<file path="config.mk">
export PLATFORM = sky130hd
export DESIGN_NAME = blank_gap_midpoint_finder
export DESIGN_NICKNAME = d
export VERILOG_FILES = /design/src/rtl/bgmf_pkg.sv /design/src/rtl/blank_gap_midpoint_finder.sv
export SDC_FILE = /design/constraint.sdc
export NUM_CORES = 2
export LEC_CHECK = 0
export BUFFER_PORTS_ARGS = -buffer_cell sky130_fd_sc_hd__buf_2
export CELL_PAD_IN_SITES_DETAIL_PLACEMENT = 1
export CELL_PAD_IN_SITES_GLOBAL_PLACEMENT = 1
export CORE_MARGIN = 2
export CORE_UTILIZATION = 45
export CTS_BUF_LIST = sky130_fd_sc_hd__clkbuf_4
export CTS_CLUSTER_SIZE = 28
export DETAILED_ROUTE_END_ITERATION = 12
export PLACE_DENSITY_LB_ADDON = 0.1
export REMOVE_ABC_BUFFERS = 1
export SLEW_MARGIN = 20
export SYNTH_ARGS = -nofsm -noshare
export SYNTH_HDL_FRONTEND = slang
export SYNTH_SLANG_ARGS = --single-unit
export TNS_END_PERCENT = 100
</file>
<file path="constraint.sdc">
create_clock -name clock -period 9.3 [get_ports clock]
set_input_delay 0.465 -clock clock [delete_from_list [all_inputs] [get_ports clock]]
set_output_delay 0.465 -clock clock [all_outputs]
set_load 0.01 [all_outputs]
</file>
<file path="src/rtl/bgmf_pkg.sv">
// bgmf_pkg: shared types, sizes and helper functions for the blank gap midpoint finder
// used by blank_gap_midpoint_finder and the testbench; depends on nothing else
package bgmf_pkg;

   localparam int MAX_WIDTH   = 1024;
   localparam int MAX_HEIGHT  = 1024;
   localparam int XW          = $clog2(MAX_WIDTH);
   localparam int YW          = $clog2(MAX_HEIGHT);

   localparam int SIZE_W      = 11;
   localparam int TILE_W      = 7;
   localparam int POS_W       = 11;
   localparam int COUNT_W     = 10;
   localparam int CSR_IDX_W   = 2;

   localparam logic [COUNT_W-1:0] COUNT_MAX = '1;

   // result queue
   localparam int RESULTS_MAX = 3;
   localparam int FIFO_DEPTH  = 8;
   localparam int FIFO_AW     = $clog2(FIFO_DEPTH);
   localparam int FIFO_CW     = $clog2(FIFO_DEPTH + 1);
   localparam int NUM_W       = $clog2(RESULTS_MAX + 1);

   typedef enum logic [1:0] {
      KIND_COLUMN_GAP = 2'd0,
      KIND_ROW_GAP    = 2'd1,
      KIND_SUMMARY    = 2'd2
   } kind_type;

   typedef enum logic [CSR_IDX_W-1:0] {
      REG_FRAME_WIDTH  = 2'd0,
      REG_FRAME_HEIGHT = 2'd1,
      REG_TILES_ACROSS = 2'd2,
      REG_TILES_DOWN   = 2'd3
   } reg_index_type;

   typedef struct packed {
      kind_type           kind;
      logic [POS_W-1:0]   position;
      logic               layout_ok;
      logic [COUNT_W-1:0] column_gaps;
      logic [COUNT_W-1:0] row_gaps;
      logic               last;
   } result_type;

   // zero acts as one, oversize saturates
   function automatic logic [SIZE_W-1:0] clamp_size(input logic [SIZE_W-1:0] v,
                                                    input logic [SIZE_W-1:0] lim);
      logic [SIZE_W-1:0] r;
      if (v == '0) begin
         r = SIZE_W'(1);
      end else if (v > lim) begin
         r = lim;
      end else begin
         r = v;
      end
      return r;
   endfunction

   function automatic logic [COUNT_W-1:0] bump(input logic [COUNT_W-1:0] c);
      return (c == COUNT_MAX) ? COUNT_MAX : c + COUNT_W'(1);
   endfunction

endpackage

</file>
<file path="src/rtl/blank_gap_midpoint_finder.sv">
// blank_gap_midpoint_finder: top level, pixel stream in, gap midpoints and frame summary out
// depends on bgmf_pkg
//
// usage
//  - req_* carries one binarized pixel per beat in raster order (ink in req_tdata bit 0)
//  - rsp_* carries results: column gap midpoints (emitted while the last row streams),
//    row gap midpoints (at each row end) and one summary beat after the frame's last pixel
//  - rsp_tlast marks the last result beat caused by one pixel
//  - csr_* writes frame size and expected tile counts; write only while the block is idle
// timing
//  - one pixel per cycle while the result queue has room; the accept stage registers
//    the pixel and reads the column memory, then the pixel stage pushes its results
//    into an 8-deep result queue whose head drives rsp_*
//  - a pixel makes at most three result beats; req_tready drops while the queue lacks
//    room for three more beats on top of those of the pixel in flight, so a stalled
//    receiver backs up into the pixel side and nothing is lost
// reset
//  - clears position, run state, gap counts and the queue; config returns to
//    1024 x 1024 with one tile each way; the column memory needs no clearing since
//    the first row of a frame always overwrites it
module blank_gap_midpoint_finder (
   input  logic                            clock,
   input  logic                            reset,
   // pixel input
   input  logic                            req_tvalid,
   output logic                            req_tready,
   input  logic [7:0]                      req_tdata,   // [0] ink, rest zero
   // result output
   output logic                            rsp_tvalid,
   input  logic                            rsp_tready,
   output logic [31:0]                     rsp_tdata,   // [10:0] position, [11] layout_ok,
                                                        // [21:12] column_gaps, [31:22] row_gaps
   output logic [1:0]                      rsp_tuser,   // [1:0] kind
   output logic                            rsp_tlast,
   // configuration writes
   input  logic                            csr_we,
   input  logic [bgmf_pkg::CSR_IDX_W-1:0]  csr_index,
   input  logic [bgmf_pkg::SIZE_W-1:0]     csr_wdata
);
   import bgmf_pkg::*;

   // config registers
   logic [SIZE_W-1:0] frame_width_ff, frame_height_ff;
   logic [TILE_W-1:0] tiles_across_ff, tiles_down_ff;

   always_ff @(posedge clock) begin
      if (reset) begin
         frame_width_ff  <= SIZE_W'(MAX_WIDTH);
         frame_height_ff <= SIZE_W'(MAX_HEIGHT);
         tiles_across_ff <= TILE_W'(1);
         tiles_down_ff   <= TILE_W'(1);
      end else if (csr_we) begin
         case (csr_index)
            REG_FRAME_WIDTH:  frame_width_ff  <= csr_wdata;
            REG_FRAME_HEIGHT: frame_height_ff <= csr_wdata;
            REG_TILES_ACROSS: tiles_across_ff <= csr_wdata[TILE_W-1:0];
            REG_TILES_DOWN:   tiles_down_ff   <= csr_wdata[TILE_W-1:0];
            default: ;
         endcase
      end
   end

   logic [SIZE_W-1:0] width, height;
   assign width  = clamp_size(frame_width_ff, SIZE_W'(MAX_WIDTH));
   assign height = clamp_size(frame_height_ff, SIZE_W'(MAX_HEIGHT));

   // ------------------------------------------------------------------
   // accept stage: raster position and column memory read
   // ------------------------------------------------------------------
   logic          accept;
   logic [XW-1:0] x_pos_ff, x_pos_in;
   logic [YW-1:0] y_pos_ff, y_pos_in;
   logic          row_end, last_row;

   assign accept   = req_tvalid & req_tready;
   assign row_end  = SIZE_W'(x_pos_ff) >= (width - SIZE_W'(1));
   assign last_row = SIZE_W'(y_pos_ff) >= (height - SIZE_W'(1));

   always_comb begin
      x_pos_in = x_pos_ff;
      y_pos_in = y_pos_ff;
      if (accept) begin
         if (!row_end) begin
            x_pos_in = x_pos_ff + XW'(1);
         end else if (last_row) begin
            x_pos_in = '0;
            y_pos_in = '0;
         end else begin
            x_pos_in = '0;
            y_pos_in = y_pos_ff + YW'(1);
         end
      end
   end

   always_ff @(posedge clock) begin
      if (reset) begin
         x_pos_ff <= '0;
         y_pos_ff <= '0;
      end else begin
         x_pos_ff <= x_pos_in;
         y_pos_ff <= y_pos_in;
      end
   end

   // pixel stage registers
   logic          s1_valid_ff;
   logic          s1_ink_ff, s1_row_end_ff, s1_last_row_ff, s1_first_row_ff;
   logic [XW-1:0] s1_x_ff;
   logic [YW-1:0] s1_y_ff;
   logic          col_rd_ff;
   logic          byp_ff, byp_bit_ff;
   logic          col_bit;

   always_ff @(posedge clock) begin
      if (reset) begin
         s1_valid_ff <= 1'b0;
         byp_ff      <= 1'b0;
      end else begin
         s1_valid_ff <= accept;
         if (accept) begin
            // same column written by the pixel stage on this edge: forward it
            byp_ff <= s1_valid_ff && (s1_x_ff == x_pos_ff);
         end
      end
   end

   always_ff @(posedge clock) begin
      if (accept) begin
         s1_ink_ff       <= req_tdata[0];
         s1_row_end_ff   <= row_end;
         s1_last_row_ff  <= last_row;
         s1_first_row_ff <= (y_pos_ff == '0);
         s1_x_ff         <= x_pos_ff;
         s1_y_ff         <= y_pos_ff;
         byp_bit_ff      <= col_bit;
      end
   end

   // one ink bit per column, undefined until the first row writes it
   logic column_inked_mem [MAX_WIDTH];

   always_ff @(posedge clock) begin
      if (s1_valid_ff) begin
         column_inked_mem[s1_x_ff] <= col_bit;
      end
      if (accept) begin
         col_rd_ff <= column_inked_mem[x_pos_ff];
      end
   end

   // ------------------------------------------------------------------
   // pixel stage: run tracking and result generation
   // ------------------------------------------------------------------
   logic               row_inked_ff, row_inked_in;
   logic               col_open_ff, col_open_in;
   logic [XW-1:0]      col_start_ff, col_start_in;
   logic               row_open_ff, row_open_in;
   logic [YW-1:0]      row_start_ff, row_start_in;
   logic [COUNT_W-1:0] col_count_ff, col_count_in;
   logic [COUNT_W-1:0] row_count_ff, row_count_in;

   result_type         cand [RESULTS_MAX];
   logic [RESULTS_MAX-1:0] cand_vld;
   result_type         push_list [RESULTS_MAX];
   logic [NUM_W-1:0]   push_n;

   assign col_bit = s1_first_row_ff ? s1_ink_ff
                  : ((byp_ff ? byp_bit_ff : col_rd_ff) | s1_ink_ff);

   always_comb begin
      logic               c_blank, r_blank, ok;
      logic [POS_W-1:0]   sum;
      row_inked_in = row_inked_ff;
      col_open_in  = col_open_ff;
      col_start_in = col_start_ff;
      row_open_in  = row_open_ff;
      row_start_in = row_start_ff;
      col_count_in = col_count_ff;
      row_count_in = row_count_ff;
      cand_vld     = '0;
      c_blank      = ~col_bit;
      r_blank      = ~(row_inked_ff | s1_ink_ff);
      ok           = 1'b0;
      sum          = '0;
      for (int i = 0; i < RESULTS_MAX; i++) begin
         cand[i] = '0;
      end
      cand[0].kind = KIND_COLUMN_GAP;
      cand[1].kind = KIND_ROW_GAP;
      cand[2].kind = KIND_SUMMARY;

      if (s1_valid_ff) begin
         row_inked_in = row_inked_ff | s1_ink_ff;

         // columns settle while the last row streams
         if (s1_last_row_ff) begin
            if (col_open_ff && !c_blank) begin
               sum              = POS_W'(col_start_ff) + POS_W'(s1_x_ff);
               cand_vld[0]      = 1'b1;
               cand[0].position = sum >> 1;
               col_count_in     = bump(col_count_ff);
               col_open_in      = 1'b0;
            end else if (!col_open_ff && c_blank) begin
               col_open_in  = 1'b1;
               col_start_in = s1_x_ff;
            end
            // run still open at the right edge
            if (s1_row_end_ff && col_open_in) begin
               sum              = POS_W'(col_start_in) + width;
               cand_vld[0]      = 1'b1;
               cand[0].position = sum >> 1;
               col_count_in     = bump(col_count_in);
               col_open_in      = 1'b0;
            end
         end

         if (s1_row_end_ff) begin
            if (row_open_ff && !r_blank) begin
               sum              = POS_W'(row_start_ff) + POS_W'(s1_y_ff);
               cand_vld[1]      = 1'b1;
               cand[1].position = sum >> 1;
               row_count_in     = bump(row_count_ff);
               row_open_in      = 1'b0;
            end else if (!row_open_ff && r_blank) begin
               row_open_in  = 1'b1;
               row_start_in = s1_y_ff;
            end
            row_inked_in = 1'b0;

            if (s1_last_row_ff) begin
               // run still open at the bottom edge
               if (row_open_in) begin
                  sum              = POS_W'(row_start_in) + height;
                  cand_vld[1]      = 1'b1;
                  cand[1].position = sum >> 1;
                  row_count_in     = bump(row_count_in);
               end
               ok = ((SIZE_W'(col_count_in) + SIZE_W'(1)) == SIZE_W'(tiles_across_ff))
                 && ((SIZE_W'(row_count_in) + SIZE_W'(1)) == SIZE_W'(tiles_down_ff));
               cand_vld[2]         = 1'b1;
               cand[2].layout_ok   = ok;
               cand[2].column_gaps = col_count_in;
               cand[2].row_gaps    = row_count_in;
               // frame done: back to the start-of-frame state
               row_inked_in = 1'b0;
               col_open_in  = 1'b0;
               col_start_in = '0;
               row_open_in  = 1'b0;
               row_start_in = '0;
               col_count_in = '0;
               row_count_in = '0;
            end
         end
      end
   end

   // pack the valid results in order and flag the final one
   always_comb begin
      for (int i = 0; i < RESULTS_MAX; i++) begin
         push_list[i] = '0;
      end
      push_n = '0;
      for (int i = 0; i < RESULTS_MAX; i++) begin
         if (cand_vld[i]) begin
            push_list[push_n] = cand[i];
            push_n = push_n + NUM_W'(1);
         end
      end
      if (push_n != '0) begin
         push_list[push_n - NUM_W'(1)].last = 1'b1;
      end
   end

   always_ff @(posedge clock) begin
      if (reset) begin
         row_inked_ff <= 1'b0;
         col_open_ff  <= 1'b0;
         col_start_ff <= '0;
         row_open_ff  <= 1'b0;
         row_start_ff <= '0;
         col_count_ff <= '0;
         row_count_ff <= '0;
      end else begin
         row_inked_ff <= row_inked_in;
         col_open_ff  <= col_open_in;
         col_start_ff <= col_start_in;
         row_open_ff  <= row_open_in;
         row_start_ff <= row_start_in;
         col_count_ff <= col_count_in;
         row_count_ff <= row_count_in;
      end
   end

   // ------------------------------------------------------------------
   // result queue
   // ------------------------------------------------------------------
   result_type         fifo_ff [FIFO_DEPTH];
   logic [FIFO_AW-1:0] wr_ptr_ff, wr_ptr_in;
   logic [FIFO_AW-1:0] rd_ptr_ff, rd_ptr_in;
   logic [FIFO_CW-1:0] count_ff, count_in;
   logic [FIFO_AW-1:0] wr_idx [RESULTS_MAX];
   logic               pop;
   result_type         head;

   assign pop  = rsp_tvalid & rsp_tready;
   assign head = fifo_ff[rd_ptr_ff];

   // room for a full burst from the pixel in flight and the next one
   assign req_tready = ((FIFO_CW + 1)'(count_ff)
                        + (s1_valid_ff ? (FIFO_CW + 1)'(RESULTS_MAX) : '0))
                       <= (FIFO_CW + 1)'(FIFO_DEPTH - RESULTS_MAX);

   always_comb begin
      for (int j = 0; j < RESULTS_MAX; j++) begin
         wr_idx[j] = wr_ptr_ff + FIFO_AW'(j);
      end
      wr_ptr_in = wr_ptr_ff + FIFO_AW'(push_n);
      rd_ptr_in = rd_ptr_ff + FIFO_AW'(pop);
      count_in  = count_ff + FIFO_CW'(push_n) - FIFO_CW'(pop);
   end

   always_ff @(posedge clock) begin
      for (int j = 0; j < RESULTS_MAX; j++) begin
         if (NUM_W'(j) < push_n) begin
            fifo_ff[wr_idx[j]] <= push_list[j];
         end
      end
   end

   always_ff @(posedge clock) begin
      if (reset) begin
         wr_ptr_ff <= '0;
         rd_ptr_ff <= '0;
         count_ff  <= '0;
      end else begin
         wr_ptr_ff <= wr_ptr_in;
         rd_ptr_ff <= rd_ptr_in;
         count_ff  <= count_in;
      end
   end

   assign rsp_tvalid = (count_ff != '0);
   assign rsp_tdata  = {head.row_gaps, head.column_gaps, head.layout_ok, head.position};
   assign rsp_tuser  = head.kind;
   assign rsp_tlast  = head.last;

endmodule

</file>
==> results.md <==
* Area Growth Syn to Fin at 11.4%
* Routed WL at 194 mm
* Post-layout power at ~16 mW
* DP Wirelength at 105 mm
* Final worst path period need at 5.81 ns
* Final setup viols at 0
* Switch share at 0.273
* Worst EP required at 10.39 ns
* Max Slew Vio Count at 0
* Switching power at 4.43 mW
* First-pass GRT wire length at 290 mm
* Sequential share of the synthesized area at 0.623
* CTS Buffer Depth at 4
* VDD IR-drop max at 0.173 mV
* Avg Synthesized Cell Area at between 10 and 15 um^2
* Slew headroom at 0.194
* #FFs+latches synth at 1433
* Clk Tree Root Cell: clkbuf_4
* Global routing usage on met3 at 0.0376
* Status: finished clean
* Comb pwr share at 0.181
* Synth top area share at 0.590
* Reg area at approximately 42000 um^2
* Yosys warns at 0
* Clk slew on worst S/H paths at ~0.070 ns
* Post-Syn Instances at 5055
* # fillers at 15020
* Initial core utilization at 0.454
* Met2 GRT Util at 0.446
* Routed len/inst at roughly 26 um
* Synth area leader: edfxtp_1
* Layout Skew at around 0.12 ns
* Count leader, synth: nor2_1
* Via count at 43282
* Syn Std Cell Area at 67300 um^2
* Crit Path Category: register to register
* Clock sinks at 1433
* Proportion of layout cells with a drive suffix above 1 at 0.251
* PortBufs at 54
* Total CTS buffers at 399
* Clock share of power at 0.356
* Antenna viol nets, final at 0
* Routability-driven placement congestion ratio at 0.818
* Max-cap viol count at 0
* Post-synth EDFFs at 1322
* Synth area leaders: edfxtp_1 59%, mux4_2 14%, nor2_1 7.9%, dfxtp_1 3.3%, clkbuf_1 1.7%
* PD cells at 216 nW/um^2
* DIE WIDTH at 391 um
* Synth top cells by count: 1418 x nor2_1, 1322 x edfxtp_1, 404 x mux4_2
* Met1 Resource Use GR at 0.323
* Main synth FF type: edfxtp_1
* Grt total ovfl at 0
* Largest net degree at the start of global routing at 274
* Final Net Count at 5342
* P_int at 11.8 mW
* Multi-input logic area at approximately 24000 um^2
* Reg power frac at 0.462
* Rows at approximately 140
* Drt first pass iters at 5
* Max Freq at approximately 0.17 GHz
* Type of origin of the critical path: register
* RSZ-0062 raised after global routing: no
* CP arrival at 6.90 ns
* Initial antenna violation count at 3
* Vias in the first global route at about 46000
* Worst-skew pair later-pin latency at 1.31 ns
* Starting DRT DRC Count at 3378
* Core Area at 148000 um^2
* # IOs at 63
* Final instance area at 75000 um^2
* Netlist cell types at 100
* Final hold vios at 0
* GRT Overall Usage at 0.256
* Setup repair bufs after CTS at 0
* Period utilisation layout at 0.625
* Worst Path Max Fanout at 21
* Die ar. at between 150000 and 200000 um^2
* # DRC at 0
* Worst Hold Class: primary input to register
* Vias per inst at a little under 6
* Pleak at around 23 nW
* CP Capture Type: register
* H-tree depth at 5
* GR peak layer: met2
* Share of flip-flops with an asynchronous set or reset at 0
* CTS tree: done
* Placed inst area at 69600 um^2
* Die Y at 391 um
* Worst Tran Pin Value at approximately 1.2 ns
==> through the flow <==
stage / instances / hold slack [ns] / util / setup TNS (ns) / setup slack [ns]
floorplan: 4643 / 0.450 / - / -83.10 / -3.85
global placement: 6724 / 0.478 / 0.469 / 0 / 3.59
detailed placement: 6725 / 0.488 / 0.469 / 0 / 3.54
CTS: 7433 / 0.0607 / 0.505 / 0 / 3.49
global route: 7440 / 0.0812 / 0.506 / 0 / 3.04
finish: 7443 / 0.142 / 0.506 / 0 / 3.49
==> cells in the final DEF, fill, tap and decap left out, drive strengths merged, types with 23 or more instances in the layout <==
master	count
edfxtp	1322
a21oi	158
clkinv	57
nand3	48
buf	152
a21o	25
nor3	38
dlygate4sd3	28
mux2i	52
dfxtp	111
nand2	266
a211oi	23
mux4	404
mux2	58
nor2b	28
inv	75
nor2	1420
xor2	30
o21ai	86
a31oi	31
clkbuf	611
xnor2	62
ha	85
==> final timing paths <==
| kind | end | start | slack (ns) | cells past startpoint |
|---|---|---|---|---|
| setup / recovery | fifo_ff[6][21] | s1_ink_ff | 3.49 | 17 |
| hold / removal | frame_height_ff[8] | csr_wdata[8] | 0.14 | 4 |
| setup reg to reg | fifo_ff[6][21] | s1_ink_ff | 3.49 | 17 |
| hold reg to reg | row_start_ff[0] | row_start_ff[0] | 0.50 | 2 |
==> sequential cells by signal, indices dropped and copies added, names as in the netlist, 4 cells and up, named ones only <==
signal and cells:
fifo_ff 272, y_pos_ff 10, s1_x_ff 10, tiles_down_ff 7, s1_y_ff 10, count_ff 4, col_count_ff 10, frame_height_ff 11
column_inked_mem 1024, frame_width_ff 11, x_pos_ff 10, row_start_ff 10, row_count_ff 10, tiles_across_ff 7
==> critical path: stages, from the launching register on <==
cell and delay (ns):
edfxtp_1 0.70, and2_1 0.25, a21o_1 0.61, o21ai_0 0.38
o22a_1 0.31, ha_1 0.22, and2_1 0.16, nor4b_2 0.22
a21boi_2 0.48, a21oi_1 0.18, ha_1 0.32, xor2_1 0.14
a2111oi_0 0.40, o211a_1 0.21, o311ai_0 0.16, nor4_2 0.44
o2111ai_4 0.27, nor2_1 0.18
==> logic make-up (layout without fill, tap and decap cells) <==
| logic type | after synthesis | count (layout) | share of synthesized area |
|---|---|---|---|
| flip-flops | 1433 | 1433 | 0.623 |
| XOR/XNOR | 93 | 93 | 0.0123 |
| buffers and inverters | 483 | 931 | 0.0276 |
| multiplexers | 514 | 514 | 0.153 |
| AND/OR/NAND/NOR | 1959 | 1959 | 0.120 |
| AO/OA/AOI/OAI | 480 | 480 | 0.0467 |
| adder cells (fa/ha/maj) | 92 | 92 | 0.0179 |
| other | 1 | 11 | 0.0000557 |
==> power groups by stage <==
stage               Sequential (mW)  Clock (mW)  Combinational (mW)
finish                         7.50        5.78                2.94
global route                   7.51        6.27                3.18
CTS                            7.50        5.95                2.98
detailed placement             7.64           0                2.96
global placement               7.63           0                2.93
floorplan                      8.00           0                2.36
==> cell type report <==
cell class	instances	share of cell area
Clock inverter	69	0.00604
Sequential cell	1433	0.559
Clock buffer	611	0.0612
Inverter	71	0.00365
Multi-Input combinational cell	3139	0.319
Tap cell	1930	0.0322
Timing Repair Buffer	180	0.0179
Antenna cell	10	0.000334
==> timing repair <==
| item | CTS | global route |
|---|---|---|
| gates resized for setup | 0 | 0 |
| endpoints found under the setup margin | 0 | 0 |
| hold buffers | 28 | 0 |
| endpoints found under the hold margin | 60 | 0 |
==> layer usage <==
metal,vias up,share of wire
met2,1255,0.51
met1,22433,0.41
met5,-,0
met3,376,0.050
li1,19218,-
met4,0,0.033
Note: power is estimated with default switching activity, not from simulation.
